File: config.mk
export PLATFORM = sky130hd
export DESIGN_NAME = mfs_ctrl
export DESIGN_NICKNAME = d
export VERILOG_FILES = /design/src/rtl/core/mfs_pkg.sv /design/src/rtl/core/mfs_ctrl.sv
export SDC_FILE = /design/constraint.sdc
export NUM_CORES = 1
export LEC_CHECK = 0
export ABC_AREA = 1
export BUFFER_PORTS_ARGS = -buffer_cell sky130_fd_sc_hd__buf_2
export CORE_AREA = 2 2 39 41
export DETAILED_ROUTE_END_ITERATION = 8
export DIE_AREA = 0 0 41 43
export GPL_TIMING_DRIVEN = 0
export PLACE_DENSITY_LB_ADDON = 0.08
export SYNTH_ARGS = -nofsm -noshare
export SYNTH_HDL_FRONTEND = slang
export SYNTH_SLANG_ARGS = --single-unit
File: constraint.sdc
create_clock -name clk -period 2.1 [get_ports clk]
set_input_delay 0.21 -clock clk [delete_from_list [all_inputs] [get_ports clk]]
set_output_delay 0.21 -clock clk [all_outputs]
set_load 0.1 [all_outputs]
File: src/rtl/core/mfs_pkg.sv
// Shared types and constants of the multilevel feedback scheduler.
// Used by the controller, the datapath and the top level; no dependencies.
package mfs_pkg;

  localparam int DEF_MAX_JOBS   = 64;
  localparam int DEF_NUM_LEVELS = 12;

  localparam logic [7:0] QUANTUM_RESET = 8'd2;

  localparam logic ACT_ARRIVAL = 1'b0;
  localparam logic ACT_TICK    = 1'b1;

  localparam logic [1:0] EV_STARTED  = 2'd0;
  localparam logic [1:0] EV_RESUMED  = 2'd1;
  localparam logic [1:0] EV_STOPPED  = 2'd2;
  localparam logic [1:0] EV_FINISHED = 2'd3;

  // Commands from the controller to the datapath
  typedef struct packed {
    logic capture;     // take in the input item
    logic arr_write;   // write job entry, enqueue
    logic tick_read;   // read the running job
    logic tick_eval;   // charge one tick, stop or finish
    logic tick_emit;   // show the stop or finish result
    logic disp_sel;    // latch the first non-empty level
    logic rd_pop;      // pop the overflow level
    logic rd_job;      // read the popped job
    logic rd_push;     // requeue at its own priority
    logic dp_pop;      // pop the chosen level
    logic dp_job;      // read the dispatched job
    logic dp_done;     // update wait, start running, show result
  } cmd_t;

  // Status from the datapath to the controller
  typedef struct packed {
    logic run_valid;
    logic tk_event;
    logic any_low;
    logic over_ne;
  } status_t;

endpackage

File: src/rtl/core/mfs_ctrl.sv
// Controller state machine of the scheduler: sequences arrivals, ticks,
// overflow redistribution and dispatch. Depends on mfs_pkg.
module mfs_ctrl
  import mfs_pkg::*;
(
  input  logic    clk,
  input  logic    rst,
  input  logic    start,
  input  logic    action,
  input  status_t status,
  output cmd_t    cmd,
  output logic    busy
);

  localparam logic [3:0] S_IDLE    = 4'd0;
  localparam logic [3:0] S_ARR     = 4'd1;
  localparam logic [3:0] S_TK_READ = 4'd2;
  localparam logic [3:0] S_TK_EVAL = 4'd3;
  localparam logic [3:0] S_TK_EMIT = 4'd4;
  localparam logic [3:0] S_DISP    = 4'd5;
  localparam logic [3:0] S_RD_POP  = 4'd6;
  localparam logic [3:0] S_RD_JOB  = 4'd7;
  localparam logic [3:0] S_RD_PUSH = 4'd8;
  localparam logic [3:0] S_DP_POP  = 4'd9;
  localparam logic [3:0] S_DP_JOB  = 4'd10;
  localparam logic [3:0] S_DP_DONE = 4'd11;

  logic [3:0] state, state_next;

  assign busy = (state != S_IDLE);

  // next state and commands
  always_comb begin
    state_next = state;
    cmd        = '0;
    unique case (state)
      S_IDLE: begin
        if (start) begin
          cmd.capture = 1'b1;
          state_next  = (action == ACT_TICK) ? S_TK_READ : S_ARR;
        end
      end
      S_ARR: begin
        cmd.arr_write = 1'b1;
        state_next    = S_DISP;
      end
      S_TK_READ: begin
        cmd.tick_read = 1'b1;
        state_next    = status.run_valid ? S_TK_EVAL : S_DISP;
      end
      S_TK_EVAL: begin
        cmd.tick_eval = 1'b1;
        state_next    = status.tk_event ? S_TK_EMIT : S_IDLE;
      end
      S_TK_EMIT: begin
        cmd.tick_emit = 1'b1;
        state_next    = S_DISP;
      end
      S_DISP: begin
        cmd.disp_sel = 1'b1;
        priority if (status.run_valid) begin
          state_next = S_IDLE;
        end else if (status.any_low) begin
          state_next = S_DP_POP;
        end else if (status.over_ne) begin
          state_next = S_RD_POP;
        end else begin
          state_next = S_IDLE;
        end
      end
      S_RD_POP: begin
        cmd.rd_pop = 1'b1;
        state_next = S_RD_JOB;
      end
      S_RD_JOB: begin
        cmd.rd_job = 1'b1;
        state_next = S_RD_PUSH;
      end
      S_RD_PUSH: begin
        cmd.rd_push = 1'b1;
        state_next  = status.over_ne ? S_RD_POP : S_DISP;
      end
      S_DP_POP: begin
        cmd.dp_pop = 1'b1;
        state_next = S_DP_JOB;
      end
      S_DP_JOB: begin
        cmd.dp_job = 1'b1;
        state_next = S_DP_DONE;
      end
      S_DP_DONE: begin
        cmd.dp_done = 1'b1;
        state_next  = S_IDLE;
      end
      default: state_next = S_IDLE;
    endcase
  end

  // state register
  always_ff @(posedge clk) begin
    if (rst) begin
      state <= S_IDLE;
    end else begin
      state <= state_next;
    end
  end

endmodule

==> reports/qor.csv <==
stage,metric,value,unit
run_status,status,completed,
synth,post_synth_inst_count,74,
cells_and_area,largest_reg_flops,4,
worst_setup_path,regToRegEndpoint,state[2],
placed_design,dp.cells,110,
floorplanning,rows,14,
clock_network,post-cts-setup-buffer-count,0,
cells_and_area,syn_to_final_growth,40.5,%
synth,synthTopCellsByArea,"dfxtp_1, nand2_1, nor2_1",
cells_and_area,top_regs,state: 4 flops,
worst_setup_path,crit_type,flop to output pin,
timing,fin_crit,1.85,ns
placed_design,placed_area,524,µm²
timing,maxSlewViolCount,0,
floorplanning,die-area,0.00176,mm²
synth,ys_ff_latch,4,
synth,synth_top_area_cell,dfxtp_1,
worst_setup_path,arrival,1.64,ns
synth,synth-compound-area-share,8.04,%
timing,fin_skew,0.00141,ns
timing,fin_setup_tns,0,ns
timing,maxSlewHeadroom,67.9,%
detailed_routing,wl,1040,µm
global_route,gr-total-overflow,0,
synth,synthDistinctLibCells,15,
synth,seq_area_frac_synth,20.6,%
timing,worstMarginPinSlew,0.485,ns
detailed_routing,detail-route-antenna-nets,0,
detailed_routing,drc,0,
synth,synth_area_per_cell,5.26,µm²
worst_setup_path,rrSetupSlack,0.94,ns
clock_network,cts_buffer_depth,2,
flow_run,cap_violations,0,
worst_hold_path,worstHoldEndpoint,state[2],
floorplanning,die_h,43,µm
floorplanning,boundaryPins,21,
global_route,grt_max_degree,7,
synth,syn-cell-area,389,µm²
synth,synth_xor_area_share,0,%
timing,rsz0062_at_grt,no,
worst_hold_path,min_path_type,input pin to flop,
worst_setup_path,path_buf_inv,3,
clock_network,root_buffer,clkbuf_4,
detailed_routing,first_iter_violations,9,
global_route,track_usage,14.1,%
detailed_routing,avgViaCountPerCell,4.35,
cells_and_area,fin_area,547,µm²
timing,hold_viol_final,0,
worst_setup_path,r2r_start,state[2],
synth,synthMuxAreaShare,0,%
placed_design,gp_congestion,0.798,
synth,synth-simple-area-share,53.1,%
worst_setup_path,worstPathCellList,nor2_2 > inv_1 > nor2_1 > inv_1 > nor2_4 > buf_2,
worst_setup_path,r2r_cells,5,
worst_setup_path,worst_ep_required_time,1.89,ns
cells_and_area,finalNonFillerCells,113,
placed_design,hpwlAfterDp,920,µm
timing,setup_viol,0,
power_and_ir_drop,peakVddDrop,0.852,mV
cells_and_area,fin_nets,107,
power_and_ir_drop,p_leak,0.350,nW
clock_network,postCtsHoldBufs,0,
detailed_routing,dr.pass1.iters,4,
global_route,grt_pass1_wl,1710,µm
synth,syn-num-nets,82,
global_route,grt_pass1_vias,448,
power_and_ir_drop,total_power,815,µW
detailed_routing,vias,492,
clock_network,cts_tree,yes,
clock_network,cts_sinks,4,
cells_and_area,antenna_cells,0,
cells_and_area,final_common_cell,buf_2,
floorplanning,start_util,28.1,%
worst_setup_path,cp_max_fo,5,
worst_setup_path,crit_slowest_cell,buf_2,
floorplanning,die_x,41,µm
worst_setup_path,start_kind,flop,
worst_setup_path,cp_common_cell,inv_1,
placed_design,numPortBuffers,20,
cells_and_area,drive_gt1_share,37.1,%
clock_network,clk_latency,0.23,ns
clock_network,path_clk_slew,0.04,ns
timing,timing.fmax,540,MHz
worst_setup_path,end_kind,output pin,
synth,ys_warn_count,0,
worst_hold_path,worstHoldPathCells,2,
clock_network,ctsResizeCount,0,
clock_network,htreeDepth,1,
clock_network,numCtsBuffers,3,
cells_and_area,fill_cells,177,
cells_and_area,utilization,39.5,%
worst_hold_path,min_from,rst,
global_route,antenna_found_initial,0,
worst_setup_path,critical-path-max-stage-delay,0.42,ns
detailed_routing,avgRoutedWirePerCell,9.19,µm
synth,synth.top_cell.area_share,20.6,%
floorplanning,core_area,0.00138,mm²
power_and_ir_drop,powerDensity,1490,mW/mm²
cells_and_area,top_register,state,
timing,fin_crit_sh,88.2,%
cells_and_area,final_cell_mix,"buf_2, nand2_1, inv_1",
synth,synth_top_family_by_area,simple AND/OR/NAND/NOR gates,
worst_setup_path,crit_family,buffers and inverters,
synth,synth_adder_area_share,0,%
per-stage QoR:
stage               hold WS (ns)  worst slack (ns)
detailed placement         0.397             0.458
CTS                        0.150             0.200
finish                     0.160             0.249
global route               0.155            0.0817
global placement           0.396             0.463
floorplan                  0.279            0.0429
power breakdown:
group / internal [mW] / switching [mW]
registers: 0.0956 / 0.0329
logic: 0.107 / 0.486
clock network: 0.0638 / 0.0294
total: 0.266 / 0.549
per-layer routing:
metal | vias up | track usage, % | share of wire [%]
met5 | - | 0 | 0
met4 | 0 | 6.00 | 0
met3 | 0 | 1.57 | 4.1
met2 | 10 | 21.6 | 50
met1 | 209 | 19.2 | 46
li1 | 273 | - | -
how the worst max path moves through the flow:
stage / startpoint / endpoint / slack [ns] / cells after the start
after floorplan: state[1] / cmd[9] / 0.04 / 4
after global placement: state[0] / cmd[11] / 0.46 / 6
after detailed placement: state[0] / cmd[11] / 0.46 / 6
after CTS: state[0] / cmd[11] / 0.20 / 6
after global routing: state[0] / cmd[11] / 0.08 / 6
final: state[0] / cmd[11] / 0.25 / 6
layout make-up:
class	count	area, µm²	share of cell area, %
Timing Repair Buffer	20	100	18.3
Clock buffer	3	22.5	4.12
Inverter	19	71.3	13.0
Tap cell	16	20.0	3.66
Sequential cell	4	80.1	14.6
Multi-Input combinational cell	51	253	46.2
cell usage after synthesis:
cell type  count
nand2_1       15
nor2_1        13
inv_1         12
nand3_1        8
inv_2          5
dfxtp_1        4
a21oi_1        3
nor2_2         3
clkinv_1       2
nand3b_1       2
nor3_1         2
o21ai_0        2
a31oi_1        1
nand2_2        1
nor2_4         1
cells by family after synthesis:
family / count (synthesis)
buffers and inverters: 19
AOI/OAI and AO/OA: 6
DFF: 4
and+or+nand+nor: 45
(Power assumes the default switching activity.)
